File: src/hw/rtl/fimr_pkg.sv
// shared types, constants and functions of the framed image line receiver
// no dependencies
`default_nettype none

package fimr_pkg;

  localparam int unsigned LineMaxDef     = 96;
  localparam int unsigned ImageWidthDef  = 152;
  localparam int unsigned ImageHeightDef = 296;
  localparam int unsigned FrameBytesDef  = 5624;

  localparam logic [31:0] CrcPoly = 32'hedb88320;

  localparam logic [3:0] CODE_PAYLOAD = 4'd0;
  localparam logic [3:0] CODE_OK      = 4'd1;
  localparam logic [3:0] CODE_CRC_ERR = 4'd2;
  localparam logic [3:0] CODE_PING    = 4'd3;
  localparam logic [3:0] CODE_STATUS  = 4'd4;
  localparam logic [3:0] CODE_GPIO    = 4'd5;
  localparam logic [3:0] CODE_I2CSCAN = 4'd6;
  localparam logic [3:0] CODE_BAD_HDR = 4'd7;
  localparam logic [3:0] CODE_UNSUPP  = 4'd8;

  localparam logic [7:0] CH_CR    = 8'h0d;
  localparam logic [7:0] CH_LF    = 8'h0a;
  localparam logic [7:0] CH_SP    = 8'h20;
  localparam logic [7:0] CH_PLUS  = 8'h2b;
  localparam logic [7:0] CH_MINUS = 8'h2d;
  localparam logic [7:0] CH_ZERO  = 8'h30;
  localparam logic [7:0] CH_ONE   = 8'h31;
  localparam logic [7:0] CH_X_LO  = 8'h78;
  localparam logic [7:0] CH_X_UP  = 8'h58;
  localparam logic [7:0] CH_TILDE = 8'h7e;

  localparam logic [63:0] STR_PING   = 64'("PING");
  localparam logic [63:0] STR_STATUS = 64'("STATUS");
  localparam logic [63:0] STR_DIAG   = 64'("DIAG");
  localparam logic [63:0] STR_GPIO   = 64'("GPIO ");
  localparam logic [63:0] STR_I2C    = 64'("I2CSCAN");
  localparam logic [63:0] STR_TAG    = {16'h0, 8'h51, 8'h30, 8'h49, 8'h4d, 8'h47, 8'h31};
  localparam logic [63:0] STR_FMT    = 64'("1BPP");

  typedef struct packed {
    logic push;
    logic clear;
    logic pay_start;
    logic pay_step;
  } fimr_cmd_t;

  typedef struct packed {
    logic       is_cr;
    logic       is_lf;
    logic       is_print;
    logic       len_zero;
    logic       len_full;
    logic [3:0] cls_code;
    logic       pay_last;
    logic       crc_ok;
  } fimr_sts_t;

  // character i of a right-aligned literal of n characters
  function automatic logic [7:0] str_ch(logic [63:0] s, logic [2:0] n, logic [2:0] i);
    logic [2:0] k;
    k = n - 3'd1 - i;
    return s[{k, 3'b000} +: 8];
  endfunction

  // one byte of reflected crc-32
  function automatic logic [31:0] crc_step(logic [31:0] crc, logic [7:0] b);
    logic [31:0] c;
    c = crc ^ {24'h0, b};
    for (int i = 0; i < 8; i++) begin
      c = (c >> 1) ^ (CrcPoly & {32{c[0]}});
    end
    return c;
  endfunction

endpackage

`default_nettype wire

File: src/hw/rtl/fimr_dp.sv
// datapath: line tracker and header parser, payload counter and crc
// depends on fimr_pkg
`default_nettype none

module fimr_dp #(
  parameter int unsigned LINE_MAX     = fimr_pkg::LineMaxDef,
  parameter int unsigned IMAGE_WIDTH  = fimr_pkg::ImageWidthDef,
  parameter int unsigned IMAGE_HEIGHT = fimr_pkg::ImageHeightDef,
  parameter int unsigned FRAME_BYTES  = fimr_pkg::FrameBytesDef
) (
  input  wire logic                clk_i,
  input  wire logic                rst_ni,
  input  wire logic [7:0]          byte_i,
  input  wire fimr_pkg::fimr_cmd_t cmd_i,
  output fimr_pkg::fimr_sts_t      sts_o
);
  import fimr_pkg::*;

  localparam int unsigned LW = $clog2(LINE_MAX);
  localparam int unsigned CW = $clog2(FRAME_BYTES + 1);

  localparam logic [3:0] IP_TAG  = 4'd0;
  localparam logic [3:0] IP_SP   = 4'd1;
  localparam logic [3:0] IP_SGN  = 4'd2;
  localparam logic [3:0] IP_DIG  = 4'd3;
  localparam logic [3:0] IP_ZERO = 4'd4;
  localparam logic [3:0] IP_PFX  = 4'd5;
  localparam logic [3:0] IP_TSP  = 4'd6;
  localparam logic [3:0] IP_TOK  = 4'd7;
  localparam logic [3:0] IP_DONE = 4'd8;
  localparam logic [3:0] IP_FAIL = 4'd9;

  localparam logic [1:0] F_W   = 2'd0;
  localparam logic [1:0] F_H   = 2'd1;
  localparam logic [1:0] F_LEN = 2'd2;
  localparam logic [1:0] F_CRC = 2'd3;

  localparam logic [2:0] IQ_PRE  = 3'd0;
  localparam logic [2:0] IQ_SP1  = 3'd1;
  localparam logic [2:0] IQ_SGN1 = 3'd2;
  localparam logic [2:0] IQ_DIG1 = 3'd3;
  localparam logic [2:0] IQ_SP2  = 3'd4;
  localparam logic [2:0] IQ_SGN2 = 3'd5;
  localparam logic [2:0] IQ_OK   = 3'd6;
  localparam logic [2:0] IQ_FAIL = 3'd7;

  logic [LW-1:0] len_q, len_d;
  logic ping_q, ping_d, stat_q, stat_d, diag_q, diag_d, gpio_q, gpio_d;
  logic [2:0]  iq_q, iq_d;
  logic [3:0]  ph_q, ph_d;
  logic [1:0]  fld_q, fld_d;
  logic [31:0] acc_q, acc_d;
  logic        neg_q, neg_d;
  logic [2:0]  tn_q, tn_d;
  logic        tok_q, tok_d;
  logic [31:0] hcrc_q, hcrc_d;
  logic [31:0] crc_q, crc_d, exp_q, exp_d;
  logic [CW-1:0] cnt_q, cnt_d;

  logic [7:0]  c;
  logic [2:0]  pi;
  logic        is_sp, is_sgn, is_dec, is_hex, is_d, hexf;
  logic [3:0]  dv;
  logic [35:0] dec_w;
  logic [31:0] hex_w, nv, tgt, img_crc;
  logic        ovf, img_ok;
  logic [31:0] crc_nx;
  logic [3:0]  cls;

  function automatic logic [3:0] num_start(logic sp, logic sgn, logic dig, logic zero_crc);
    if (sp) begin
      return IP_SP;
    end else if (sgn) begin
      return IP_SGN;
    end else if (zero_crc) begin
      return IP_ZERO;
    end else if (dig) begin
      return IP_DIG;
    end
    return IP_FAIL;
  endfunction

  assign c      = byte_i;
  assign pi     = len_q[2:0];
  assign is_sp  = (c == CH_SP);
  assign is_sgn = (c == CH_PLUS) || (c == CH_MINUS);
  assign is_dec = (c >= CH_ZERO) && (c <= 8'h39);
  assign is_hex = is_dec || ((c >= 8'h61) && (c <= 8'h66)) || ((c >= 8'h41) && (c <= 8'h46));
  assign dv     = is_dec ? c[3:0] : 4'(c[3:0] + 4'd9);
  assign hexf   = (fld_q == F_CRC);
  assign is_d   = hexf ? is_hex : is_dec;
  assign dec_w  = {1'b0, acc_q, 3'b000} + {3'b000, acc_q, 1'b0} + {32'h0, dv};
  assign hex_w  = {acc_q[27:0], dv};
  assign ovf    = hexf ? (acc_q[31:28] != 4'h0) : (dec_w[35:32] != 4'h0);
  assign nv     = neg_q ? (32'h0 - acc_q) : acc_q;

  always_comb begin
    case (fld_q)
      F_W:     tgt = 32'(IMAGE_WIDTH);
      F_H:     tgt = 32'(IMAGE_HEIGHT);
      default: tgt = 32'(FRAME_BYTES);
    endcase
  end

  // per-character header tracking
  always_comb begin
    len_d  = len_q;
    ping_d = ping_q;
    stat_d = stat_q;
    diag_d = diag_q;
    gpio_d = gpio_q;
    iq_d   = iq_q;
    ph_d   = ph_q;
    fld_d  = fld_q;
    acc_d  = acc_q;
    neg_d  = neg_q;
    tn_d   = tn_q;
    tok_d  = tok_q;
    hcrc_d = hcrc_q;
    if (cmd_i.clear) begin
      len_d  = '0;
      ping_d = 1'b1;
      stat_d = 1'b1;
      diag_d = 1'b1;
      gpio_d = 1'b1;
      iq_d   = IQ_PRE;
      ph_d   = IP_TAG;
    end else if (cmd_i.push) begin
      len_d  = len_q + LW'(1);
      ping_d = ping_q && (len_q < LW'(4)) && (c == str_ch(STR_PING, 3'd4, pi));
      stat_d = stat_q && (len_q < LW'(6)) && (c == str_ch(STR_STATUS, 3'd6, pi));
      diag_d = diag_q && (len_q < LW'(4)) && (c == str_ch(STR_DIAG, 3'd4, pi));
      gpio_d = gpio_q && ((len_q >= LW'(5)) || (c == str_ch(STR_GPIO, 3'd5, pi)));

      case (iq_q)
        IQ_PRE: begin
          if (c != str_ch(STR_I2C, 3'd7, pi)) begin
            iq_d = IQ_FAIL;
          end else if (pi == 3'd6) begin
            iq_d = IQ_SP1;
          end
        end
        IQ_SP1: begin
          iq_d = is_sp ? IQ_SP1 : is_sgn ? IQ_SGN1 : is_dec ? IQ_DIG1 : IQ_FAIL;
        end
        IQ_SGN1: iq_d = is_dec ? IQ_DIG1 : IQ_FAIL;
        IQ_DIG1: begin
          iq_d = is_dec ? IQ_DIG1 : is_sp ? IQ_SP2 : is_sgn ? IQ_SGN2 : IQ_FAIL;
        end
        IQ_SP2: begin
          iq_d = is_sp ? IQ_SP2 : is_sgn ? IQ_SGN2 : is_dec ? IQ_OK : IQ_FAIL;
        end
        IQ_SGN2: iq_d = is_dec ? IQ_OK : IQ_FAIL;
        IQ_OK:   iq_d = IQ_OK;
        default: iq_d = IQ_FAIL;
      endcase

      case (ph_q)
        IP_TAG: begin
          if (c != str_ch(STR_TAG, 3'd6, pi)) begin
            ph_d = IP_FAIL;
          end else if (pi == 3'd5) begin
            ph_d  = IP_SP;
            fld_d = F_W;
          end
        end
        IP_SP: begin
          if (!is_sp) begin
            ph_d  = num_start(1'b0, is_sgn, is_d, hexf && (c == CH_ZERO));
            acc_d = {28'h0, dv};
            neg_d = (c == CH_MINUS);
          end
        end
        IP_SGN: begin
          ph_d  = (hexf && (c == CH_ZERO)) ? IP_ZERO : is_d ? IP_DIG : IP_FAIL;
          acc_d = {28'h0, dv};
        end
        IP_ZERO: begin
          if ((c == CH_X_LO) || (c == CH_X_UP)) begin
            ph_d = IP_PFX;
          end else if (is_hex) begin
            ph_d  = IP_DIG;
            acc_d = {28'h0, dv};
          end else begin
            ph_d   = IP_DONE;
            hcrc_d = 32'h0;
          end
        end
        IP_PFX: begin
          ph_d  = is_hex ? IP_DIG : IP_FAIL;
          acc_d = {28'h0, dv};
        end
        IP_DIG: begin
          if (is_d) begin
            ph_d  = ovf ? IP_FAIL : IP_DIG;
            acc_d = hexf ? hex_w : dec_w[31:0];
          end else if (hexf) begin
            ph_d   = IP_DONE;
            hcrc_d = nv;
          end else if (nv != tgt) begin
            ph_d = IP_FAIL;
          end else if (fld_q == F_H) begin
            ph_d  = is_sp ? IP_TSP : IP_TOK;
            tn_d  = 3'd1;
            tok_d = (c == CH_ONE);
          end else begin
            fld_d = (fld_q == F_W) ? F_H : F_CRC;
            ph_d  = num_start(is_sp, is_sgn, (fld_q == F_LEN) && is_hex,
                              (fld_q == F_LEN) && (c == CH_ZERO));
            acc_d = {28'h0, dv};
            neg_d = (c == CH_MINUS);
          end
        end
        IP_TSP: begin
          if (!is_sp) begin
            ph_d  = IP_TOK;
            tn_d  = 3'd1;
            tok_d = (c == CH_ONE);
          end
        end
        IP_TOK: begin
          if (is_sp) begin
            ph_d  = ((tn_q == 3'd4) && tok_q) ? IP_SP : IP_FAIL;
            fld_d = F_LEN;
          end else if (tn_q == 3'd4) begin
            ph_d = IP_FAIL;
          end else begin
            tn_d  = tn_q + 3'd1;
            tok_d = tok_q && (c == str_ch(STR_FMT, 3'd4, tn_q));
          end
        end
        IP_DONE: ph_d = IP_DONE;
        default: ph_d = IP_FAIL;
      endcase
    end
  end

  // line verdict at line end
  always_comb begin
    img_ok  = (ph_q == IP_DONE) || (ph_q == IP_ZERO) ||
              ((ph_q == IP_DIG) && (fld_q == F_CRC));
    img_crc = (ph_q == IP_DONE) ? hcrc_q : (ph_q == IP_ZERO) ? 32'h0 : nv;
    if (ping_q && (len_q == LW'(4))) begin
      cls = CODE_PING;
    end else if ((stat_q && (len_q == LW'(6))) || (diag_q && (len_q == LW'(4)))) begin
      cls = CODE_STATUS;
    end else if (gpio_q && (len_q >= LW'(5))) begin
      cls = CODE_GPIO;
    end else if (iq_q == IQ_OK) begin
      cls = CODE_I2CSCAN;
    end else if (img_ok) begin
      cls = CODE_PAYLOAD;
    end else begin
      cls = CODE_UNSUPP;
    end
  end

  assign crc_nx = crc_step(crc_q, byte_i);

  always_comb begin
    crc_d = crc_q;
    exp_d = exp_q;
    cnt_d = cnt_q;
    if (cmd_i.pay_start) begin
      crc_d = '1;
      exp_d = img_crc;
      cnt_d = '0;
    end else if (cmd_i.pay_step) begin
      crc_d = crc_nx;
      cnt_d = (cnt_q == CW'(FRAME_BYTES - 1)) ? '0 : cnt_q + CW'(1);
    end
  end

  always_ff @(posedge clk_i or negedge rst_ni) begin
    if (!rst_ni) begin
      len_q  <= '0;
      ping_q <= 1'b1;
      stat_q <= 1'b1;
      diag_q <= 1'b1;
      gpio_q <= 1'b1;
      iq_q   <= IQ_PRE;
      ph_q   <= IP_TAG;
      crc_q  <= '1;
      exp_q  <= '0;
      cnt_q  <= '0;
    end else begin
      len_q  <= len_d;
      ping_q <= ping_d;
      stat_q <= stat_d;
      diag_q <= diag_d;
      gpio_q <= gpio_d;
      iq_q   <= iq_d;
      ph_q   <= ph_d;
      crc_q  <= crc_d;
      exp_q  <= exp_d;
      cnt_q  <= cnt_d;
    end
  end

  always_ff @(posedge clk_i) begin
    fld_q  <= fld_d;
    acc_q  <= acc_d;
    neg_q  <= neg_d;
    tn_q   <= tn_d;
    tok_q  <= tok_d;
    hcrc_q <= hcrc_d;
  end

  assign sts_o.is_cr    = (c == CH_CR);
  assign sts_o.is_lf    = (c == CH_LF);
  assign sts_o.is_print = (c >= CH_SP) && (c <= CH_TILDE);
  assign sts_o.len_zero = (len_q == '0);
  assign sts_o.len_full = (len_q == LW'(LINE_MAX - 2));
  assign sts_o.cls_code = cls;
  assign sts_o.pay_last = (cnt_q == CW'(FRAME_BYTES - 1));
  assign sts_o.crc_ok   = (~crc_nx == exp_q);

endmodule

`default_nettype wire

File: src/hw/rtl/fimr_ctrl.sv
// controller: line/payload mode machine, commands and output register
// depends on fimr_pkg
`default_nettype none

module fimr_ctrl (
  input  wire logic                clk_i,
  input  wire logic                rst_ni,
  input  wire logic                in_valid_i,
  output logic                     in_ready_o,
  input  wire logic [7:0]          byte_i,
  output logic                     out_valid_o,
  input  wire logic                out_ready_i,
  output logic [15:0]              out_data_o,
  output fimr_pkg::fimr_cmd_t      cmd_o,
  input  wire fimr_pkg::fimr_sts_t sts_i
);
  import fimr_pkg::*;

  localparam logic ST_LINE = 1'b0;
  localparam logic ST_PAY  = 1'b1;

  logic        state_q, state_d;
  logic        ov_q, ov_d;
  logic [15:0] od_q, od_d;
  logic        acc, emit;
  logic [3:0]  code;
  logic [7:0]  pb;

  assign in_ready_o = !ov_q || out_ready_i;
  assign acc        = in_valid_i && in_ready_o;

  always_comb begin
    cmd_o   = '0;
    emit    = 1'b0;
    code    = CODE_PAYLOAD;
    pb      = 8'h0;
    state_d = state_q;
    case (state_q)
      ST_PAY: begin
        if (acc) begin
          cmd_o.pay_step = 1'b1;
          emit           = 1'b1;
          pb             = byte_i;
          if (sts_i.pay_last) begin
            code    = sts_i.crc_ok ? CODE_OK : CODE_CRC_ERR;
            state_d = ST_LINE;
          end
        end
      end
      default: begin
        if (acc && !sts_i.is_cr) begin
          if (sts_i.is_lf) begin
            cmd_o.clear = 1'b1;
            if (sts_i.len_zero) begin
              emit = 1'b1;
              code = CODE_BAD_HDR;
            end else if (sts_i.cls_code == CODE_PAYLOAD) begin
              cmd_o.pay_start = 1'b1;
              state_d         = ST_PAY;
            end else begin
              emit = 1'b1;
              code = sts_i.cls_code;
            end
          end else if (sts_i.is_print) begin
            if (sts_i.len_full) begin
              cmd_o.clear = 1'b1;
              emit        = 1'b1;
              code        = CODE_BAD_HDR;
            end else begin
              cmd_o.push = 1'b1;
            end
          end else begin
            cmd_o.clear = 1'b1;
          end
        end
      end
    endcase
  end

  always_comb begin
    ov_d = ov_q;
    od_d = od_q;
    if (emit) begin
      ov_d = 1'b1;
      od_d = {4'h0, pb, code};
    end else if (out_ready_i) begin
      ov_d = 1'b0;
    end
  end

  always_ff @(posedge clk_i or negedge rst_ni) begin
    if (!rst_ni) begin
      state_q <= ST_LINE;
      ov_q    <= 1'b0;
    end else begin
      state_q <= state_d;
      ov_q    <= ov_d;
    end
  end

  always_ff @(posedge clk_i) begin
    od_q <= od_d;
  end

  assign out_valid_o = ov_q;
  assign out_data_o  = od_q;

endmodule

`default_nettype wire

File: src/hw/rtl/framed_image_line_receiver.sv
// Framed image line receiver, top level. Takes one byte per cycle whenever the
// one-entry output register is empty or being drained in the same cycle, so the
// sustained rate is one byte per clock; the input stalls only while a result
// sits in the output register and the downstream side holds tready low. Header
// lines are parsed character by character as they arrive, so the line end is
// classified in the cycle it is taken. A valid image header switches to payload
// mode for FRAME_BYTES bytes, each forwarded; the last carries the crc verdict.
// Depends on fimr_pkg, fimr_ctrl and fimr_dp.
`default_nettype none

module framed_image_line_receiver #(
  parameter int unsigned LINE_MAX     = fimr_pkg::LineMaxDef,
  parameter int unsigned IMAGE_WIDTH  = fimr_pkg::ImageWidthDef,
  parameter int unsigned IMAGE_HEIGHT = fimr_pkg::ImageHeightDef,
  parameter int unsigned FRAME_BYTES  = fimr_pkg::FrameBytesDef
) (
  input  wire logic        clk_i,
  input  wire logic        rst_ni,
  input  wire logic        s_axis_tvalid,
  output logic             s_axis_tready,
  input  wire logic [7:0]  s_axis_tdata,   // [7:0] rx_byte
  output logic             m_axis_tvalid,
  input  wire logic        m_axis_tready,
  output logic [15:0]      m_axis_tdata    // [3:0] result_code, [11:4] payload_byte, rest 0
);
  import fimr_pkg::*;

  fimr_cmd_t cmd;
  fimr_sts_t sts;

  fimr_ctrl u_ctrl (
    .clk_i       (clk_i),
    .rst_ni      (rst_ni),
    .in_valid_i  (s_axis_tvalid),
    .in_ready_o  (s_axis_tready),
    .byte_i      (s_axis_tdata),
    .out_valid_o (m_axis_tvalid),
    .out_ready_i (m_axis_tready),
    .out_data_o  (m_axis_tdata),
    .cmd_o       (cmd),
    .sts_i       (sts)
  );

  fimr_dp #(
    .LINE_MAX     (LINE_MAX),
    .IMAGE_WIDTH  (IMAGE_WIDTH),
    .IMAGE_HEIGHT (IMAGE_HEIGHT),
    .FRAME_BYTES  (FRAME_BYTES)
  ) u_dp (
    .clk_i  (clk_i),
    .rst_ni (rst_ni),
    .byte_i (s_axis_tdata),
    .cmd_i  (cmd),
    .sts_o  (sts)
  );

endmodule

`default_nettype wire

File: config.mk
export PLATFORM = sky130hd
export DESIGN_NAME = framed_image_line_receiver
export DESIGN_NICKNAME = d
export VERILOG_FILES = /design/src/hw/rtl/fimr_pkg.sv /design/src/hw/rtl/fimr_dp.sv /design/src/hw/rtl/fimr_ctrl.sv /design/src/hw/rtl/framed_image_line_receiver.sv
export SDC_FILE = /design/constraint.sdc
export NUM_CORES = 1
export LEC_CHECK = 0
export BUFFER_PORTS_ARGS = -buffer_cell sky130_fd_sc_hd__buf_2
export CORE_MARGIN = 8
export CORE_UTILIZATION = 44
export CTS_BUF_LIST = sky130_fd_sc_hd__clkbuf_4 sky130_fd_sc_hd__clkbuf_8
export DETAILED_ROUTE_END_ITERATION = 6
export GPL_ROUTABILITY_DRIVEN = 1
export PLACE_DENSITY_LB_ADDON = 0.12
export SLEW_MARGIN = 20
export SYNTH_ARGS = -nofsm -noshare
export SYNTH_HDL_FRONTEND = slang
export SYNTH_SLANG_ARGS = --single-unit
File: constraint.sdc
create_clock -name clk_i -period 6.3 [get_ports clk_i]
set_input_delay 0.315 -clock clk_i [delete_from_list [all_inputs] [get_ports clk_i]]
set_output_delay 0.315 -clock clk_i [all_outputs]
set_load 0.01 [all_outputs]
==> results of run 1 <==
[cell type report]
class / instances / area share, %
Timing Repair Buffer: 51 / 2.134
Clock buffer: 18 / 1.625
Multi-Input combinational cell: 1367 / 58.15
Tap cell: 442 / 3.627
Sequential cell: 180 / 32.56
Clock inverter: 14 / 1.133
Inverter: 31 / 0.7632
[power groups by stage]
| stage | Combinational, uW | Clock (uW) | Sequential [uW] |
|---|---|---|---|
| global route | 1060 | 929 | 1350 |
| finish | 948 | 869 | 1340 |
| CTS | 950 | 886 | 1340 |
| detailed placement | 944 | 0 | 1360 |
| global placement | 938 | 0 | 1360 |
| floorplan | 741 | 0 | 1340 |
[path summary, 6_finish.rpt]
| check | startpoint | end | slack (ns) | cells after the start |
|---|---|---|---|---|
| max | u_dp.acc_q[0] | u_dp.acc_q[31] | 1.23 | 12 |
| min | m_axis_tready | u_ctrl.out_valid_o | 0.21 | 3 |
| max reg2reg | u_dp.acc_q[0] | u_dp.acc_q[31] | 1.23 | 12 |
| min reg2reg | u_dp.stat_q | u_dp.stat_q | 0.49 | 2 |
| max in group asynchronous | rst_ni | u_dp.exp_q[19] | 4.73 | 3 |
| min in group asynchronous | rst_ni | u_dp.ph_q[0] | 0.40 | 2 |
[state kept, by name, summed over array words and instances (netlist names), 4 cells and up]
register           count
u_dp.acc_q            32
u_dp.crc_q            32
u_dp.exp_q            32
u_dp.hcrc_q           32
u_dp.cnt_q            13
u_ctrl.out_data_o     12
u_dp.len_q             7
u_dp.ph_q              4
[metal layers]
layer	track usage (%)	vias to the layer above	wire, um
met5	0	-	0
met4	5.907	0	813
met3	2.234	55	1621
met2	33.43	303	18280
met1	28.58	5852	18670
li1	-	6010	-
[worst reg2reg max path, delay by kind of cell (launching register included)]
| kind | cells | cell delay, ns |
|---|---|---|
| and+or+nand+nor | 5 | 2.30 |
| AOI/OAI and AO/OA | 3 | 0.75 |
| buffers and inverters | 2 | 0.57 |
| DFF | 1 | 0.54 |
| xor gates and xnor gates | 1 | 0.36 |
| adders and majority gates | 1 | 0.22 |
[cell families after synthesis]
group | count (synthesis) | share of synthesized area (%)
other | 1 | 0.02613
AND/OR/NAND/NOR | 637 | 21.57
multiplexers | 19 | 1.360
XOR/XNOR | 192 | 11.77
flip-flops | 180 | 34.59
buffers and inverters | 141 | 3.949
adder cells (fa/ha/maj) | 89 | 7.863
AO/OA/AOI/OAI | 426 | 18.87
[cell usage in the layout (no fill, tap or decap), types with 9 or more instances in the layout]
master,Yosys,final
nor2_1,155,155
o21a_1,11,11
a21o_1,14,14
dfstp_2,36,36
mux2i_1,15,15
dfrtp_1,61,61
or4_1,15,15
nand2b_1,19,19
clkbuf_8,0,18
o31ai_1,16,16
nand4_1,22,22
a211oi_1,15,15
edfxtp_1,83,83
or3_1,19,19
buf_2,0,24
nand3_1,49,48
nor4_1,25,24
or2_2,9,9
a31oi_1,19,18
nand2_1,213,212
and2_1,13,13
a21oi_1,133,133
nor2b_1,12,12
and3_1,11,11
ha_1,87,87
inv_1,30,30
xor2_1,77,77
xnor2_1,114,114
nor3_1,36,36
o21ai_0,98,97
o211ai_1,40,40
buf_4,4,26
[per-stage QoR]
step	utilization (%)	hold slack (ns)	setup slack (ns)
3_5_place_dp	45.76	0.3906	0.8956
3_3_place_gp	45.76	0.3834	0.9290
5_1_grt	47.10	0.2533	0.8799
4_1_cts	47.09	0.1866	1.209
6_report	47.10	0.2097	1.228
2_1_floorplan	-	0.01941	0.6258
==> out/qor.csv, run 1 <==
stage;metric;value;unit
logic_synthesis;synth_edf_count;83;
grt;antenna_found_initial;0;
power_and_ir_drop;p_per_area;207.2;nW/um2
logic_synthesis;post-synth-top-area-fraction;17.36;%
grt;grt_max_degree;74;
power_and_ir_drop;power_leakage;0.005739;uW
sta;fmax;197.2;MHz
die;die_w;196.6;um
power_and_ir_drop;clock_power_share;27.5;%
critical_path;worst_path_max_delay_cell;or4_1;
die;dieArea;38660;um2
power_and_ir_drop;switching_share;34.04;%
critical_path;crit_arrival;5.21;ns
finish;antenna_cells;0;
clocking;cts_buffers;17;
clocking;htree_levels;4;
grt;grt_usage;20.54;%
clocking;tritoncts;yes;
critical_path;path_buf_inv;2;
critical_path;cpPeakStageDelay;0.65;ns
clocking;cts_hold_buf;1;
die;dieHeight;196.6;um
sta;post-route-period-util;80.51;%
logic_synthesis;yosys.area.top_type;edfxtp_1;
clocking;post-cts-setup-buffer-count;0;
grt;overflow;0;
critical_path;cp_data_required_time;6.44;ns
placed_design;dp_hpwl;28820;um
placed_design;gp_congestion;0.8918;
finish;multiInputGateArea;8866;um2
sta;finalCriticalPeriod;5.072;ns
sta;hold_viol;0;
logic_synthesis;synthTopCellsByCount;nand2_1, nor2_1, a21oi_1;
critical_path;crit_path_cell_trace;inv_1 -> ha_1 -> or3b_2 -> or4_1 -> o31ai_1 -> xor2_1 -> nand3_1 -> or4b_4 -> nor4b_4 -> o21ai_1 -> a31oi_4 -> buf_4;
sta;grt_setup_unrepaired;false;
grt;grt_pass1_vias;11939;
critical_path;worst-path-max-fanout;32;
logic_synthesis;synth_cell_types;82;
logic_synthesis;async_flop_share;53.89;%
critical_path;crit_type;reg2reg;
die;ios;30;
logic_synthesis;syn_avg_cell_area;8.519;um2
drt;initialDrtViolationCount;1088;
finish;nFillCells;3276;
drt;routed_via_density;5.811;
finish;fin_area;15250;um2
die;fp-row-count;66;
clocking;clk_pin_slew;0.10;ns
finish;syn2layout_area_growth;6.215;%
sta;drv_slew;0;
die;initial_core_util;44.34;%
logic_synthesis;synth_most_common_cell;nand2_1;
power_and_ir_drop;power;3159;uW
die;core;32370;um2
power_and_ir_drop;irDropWorstVdd;0.0001154;V
logic_synthesis;synth_warnings;0;
clocking;cts-root-buf;clkbuf_8;
finish;regArea;4965;um2
power_and_ir_drop;p_sw;1075;uW
hold_path;hold_class;in2reg;
drt;wl_per_cell;18.73;um
drt;drc;0;
placed_design;io_buffer_count;25;
drt;antenna_left;0;
logic_synthesis;ys_seq_area_share;34.59;%
logic_synthesis;synth.ff_latch_count;180;
finish;drive_gt1_share;9.332;%
clocking;cts.path.max_buffers;2;
logic_synthesis;syn_area;14350;um2
power_and_ir_drop;p_seq_share;42.5;%
power_and_ir_drop;p_int;2084;uW
clocking;cts_resized;0;
critical_path;critPathLaunchType;register;
finish;stdcell_count;2103;
drt;routed_wl;39380;um
critical_path;cp_top_family;simple AND/OR/NAND/NOR gates;
outcome;outcome;completed;
drt;drt_pre_antenna_iters;6;
clocking;worstSkewPairLatency;0.47;ns
critical_path;worst_setup_path_end_kind;register;
sta;finalSetupTns;0;ns
drt;dr_total_vias;12220;
sta;skew;0.01754;ns
power_and_ir_drop;p_comb_share;30.0;%
job;drv_cap;0;
logic_synthesis;synthFlopType;edfxtp_1;
sta;setup-violations-final;0;
logic_synthesis;synthTopCellsByArea;edfxtp_1, dfrtp_1, ha_1;
sta;slew_headroom;31.80;%
logic_synthesis;synth_cells;1685;
placed_design;post-place-cells;2070;
placed_design;dpl_cell_area;14810;um2
grt;grt_first_pass_wirelength;65010;um
clocking;cts.sinks;180;
sta;max_slew.worst_pin.slew;1.019;ns
finish;fin_nets;1749;
Note: power is estimated with default switching activity, not from simulation.
==> run 2, diff against run 1 <==
- ABC_AREA: unset -> 1
- clock period: 6.3 -> 4.8 ns (I/O delays scaled with it)
==> out/qor.csv, run 2 <==
stage;metric;value;unit
logic_synthesis;syn_area;15340;um2
die;dieArea;41090;um2
placed_design;gp_congestion;0.9344;
power_and_ir_drop;power;4958;uW
sta;slew_headroom;41.84;%
critical_path;crit_arrival;4.11;ns
clocking;cts_buffers;17;
critical_path;crit_type;in2reg;
logic_synthesis;post-synth-top-area-fraction;16.25;%
logic_synthesis;synth_cell_types;62;
clocking;cts.path.max_buffers;2;
clocking;post-cts-setup-buffer-count;0;
clocking;htree_levels;4;
drt;routed_via_density;5.304;
clocking;tritoncts;yes;
logic_synthesis;synthTopCellsByCount;nand2_1, inv_1, nor2_1;
placed_design;post-place-cells;2666;
drt;wl_per_cell;17.05;um
logic_synthesis;async_flop_share;53.89;%
sta;grt_setup_unrepaired;false;
finish;stdcell_count;2698;
sta;worst_slack;0.9522;ns
outcome;outcome;completed;
logic_synthesis;synthFlopType;edfxtp_1;
logic_synthesis;synth.ff_latch_count;180;
critical_path;ff2ff_path_depth;17;
drt;dr_total_vias;14309;
drt;initialDrtViolationCount;1231;
die;fp-row-count;68;
clocking;worstSkewPairLatency;0.50;ns
grt;grt_max_degree;60;
drt;drc;0;
finish;final_common_cell;nand2_1;
clocking;cts-root-buf;clkbuf_8;
logic_synthesis;synthTopCellsByArea;edfxtp_1, nand2_1, dfrtp_1;
grt;grt_usage;22.38;%
hold_path;hold_class;in2reg;
critical_path;r2r_end;u_dp.acc_q[19];
finish;finalCoreUtilization;47.35;%
die;ios;30;
placed_design;dp_hpwl;35670;um
logic_synthesis;synth_edf_count;83;
drt;drt_pre_antenna_iters;5;
clocking;cts.sinks;180;
die;dieHeight;202.7;um
grt;grt_first_pass_wirelength;74020;um
sta;hold_viol;0;
critical_path;critPathLaunchType;input pin;
power_and_ir_drop;p_per_area;303.9;nW/um2
critical_path;reg2reg_setup_slack;1.02;ns
hold_path;hold_path_depth;4;
sta;drv_slew;0;
logic_synthesis;syn_avg_cell_area;6.909;um2
sta;skew;0.01894;ns
finish;drive_gt1_share;8.070;%
die;initial_core_util;44.51;%
critical_path;worst_setup_path_end_kind;register;
sta;post-route-period-util;80.16;%
sta;finalSetupTns;0;ns
finish;syn2layout_area_growth;6.363;%
placed_design;dp_slack;0.4292;ns
logic_synthesis;ys_seq_area_share;32.37;%
critical_path;worst-path-max-fanout;14;
finish;antenna_cells;0;
logic_synthesis;synth_most_common_cell;nand2_1;
grt;grt_pass1_vias;13729;
sta;setup-violations-final;0;
logic_synthesis;synth_warnings;0;
die;core;34460;um2
clocking;cts_hold_buf;1;
job;drv_cap;0;
drt;antenna_left;0;
finish;layout_common_cells;nand2_1, inv_1, nor2_1;
critical_path;cpPeakStageDelay;0.52;ns
sta;max_slew.worst_pin.slew;0.8723;ns
drt;routed_wl;46000;um
critical_path;crit_path_cell_trace;buf_2 -> inv_1 -> ha_1 -> inv_1 -> nand3_1 -> nand3_2 -> o21ai_0 -> xor2_1 -> fa_1 -> fa_1 -> nand2_1 -> nand3_1 -> nand3b_1 -> nand2_1 -> nand2_1 -> nand2_1 -> a21oi_1 -> inv_1 -> a21oi_1 -> xnor2_1 -> o21ai_0 -> inv_1;
critical_path;worst_path_max_delay_cell;fa_1;
sta;fmax;259.9;MHz
hold_path;min_to;u_ctrl.out_valid_o;
die;die_w;202.7;um
logic_synthesis;synth_cells;2220;
sta;finalCriticalPeriod;3.848;ns
critical_path;cp_data_required_time;5.06;ns
logic_synthesis;yosys.area.top_type;edfxtp_1;
hold_path;min_from;m_axis_tready;
clocking;cts_resized;0;
placed_design;io_buffer_count;25;
power_and_ir_drop;power_leakage;0.007950;uW
clocking;clk_pin_slew;0.10;ns
finish;fin_nets;2332;
grt;overflow;0;
critical_path;rr_startpoint;u_dp.acc_q[0];
power_and_ir_drop;irDropWorstVdd;0.0002441;V
grt;antenna_found_initial;0;
==> run 2: through the flow <==
stage	instance area [um2]	hold slack (ns)
floorplan	15360	-0.05559
global placement	15920	0.3978
detailed placement	15920	0.4056
CTS	16310	0.07315
global route	16310	0.09678
finish	16310	0.08339
==> run 2: worst max path at each step <==
stage / slack, ns / to / start
final: 0.95 / u_dp.acc_q[28] / s_axis_tdata[0]
after global routing: 0.57 / u_dp.ph_q[1] / s_axis_tdata[0]
after floorplan: 0.91 / u_dp.acc_q[0] / u_dp.acc_q[0]
after global placement: 0.49 / u_dp.ph_q[1] / s_axis_tdata[0]
after CTS: 0.96 / u_dp.ph_q[1] / s_axis_tdata[0]
after detailed placement: 0.43 / u_dp.ph_q[1] / s_axis_tdata[0]
==> run 2: cell type report <==
| class | instances | area [um2] |
|---|---|---|
| clock buffers | 20 | 256.5 |
| clock inverters | 11 | 128.9 |
| fillers | 3621 | 18140 |
| inverters | 308 | 1159 |
| well taps | 455 | 569.3 |
| repair buffers | 45 | 280.3 |
| flip-flops and latches | 180 | 4965 |
| multi-input cells | 1679 | 8956 |
==> run 2: metal layers <==
layer | up-vias | wire [um] | share of wire, % | track usage (%)
met4 | 0 | 852 | 1.9 | 5.672
met5 | - | 0 | 0 | 0
met3 | 52 | 2106 | 4.6 | 2.981
met1 | 6712 | 22040 | 48 | 31.20
met2 | 350 | 21000 | 46 | 36.19
li1 | 7195 | - | - | -
==> run 2: logic make-up (layout without fill, tap and decap cells) <==
family	after synthesis	count (layout)	share of synthesized area, %
compound gates	334	334	12.05
xor+xnor	121	121	7.684
fa+ha+maj	89	89	7.358
buf+inv	364	384	9.520
flops	180	180	32.37
mux	2	2	0.1468
other cells	1	4	0.02445
simple gates	1129	1129	30.85
==> run 2: power breakdown <==
group          switching, uW  internal [uW]  total, uW
logic                   1310            680       1990
clock network            610            484       1090
registers                108           1760       1870
total                   2030           2930       4960
==> run 2: worst max-delay path: cells and delay by family <==
kind,cells,cell delay [ns]
buffers and inverters,5,0.62
adders and majority gates,3,1.22
xor gates and xnor gates,2,0.39
AOI/OAI and AO/OA,4,0.70
and+or+nand+nor,8,0.92
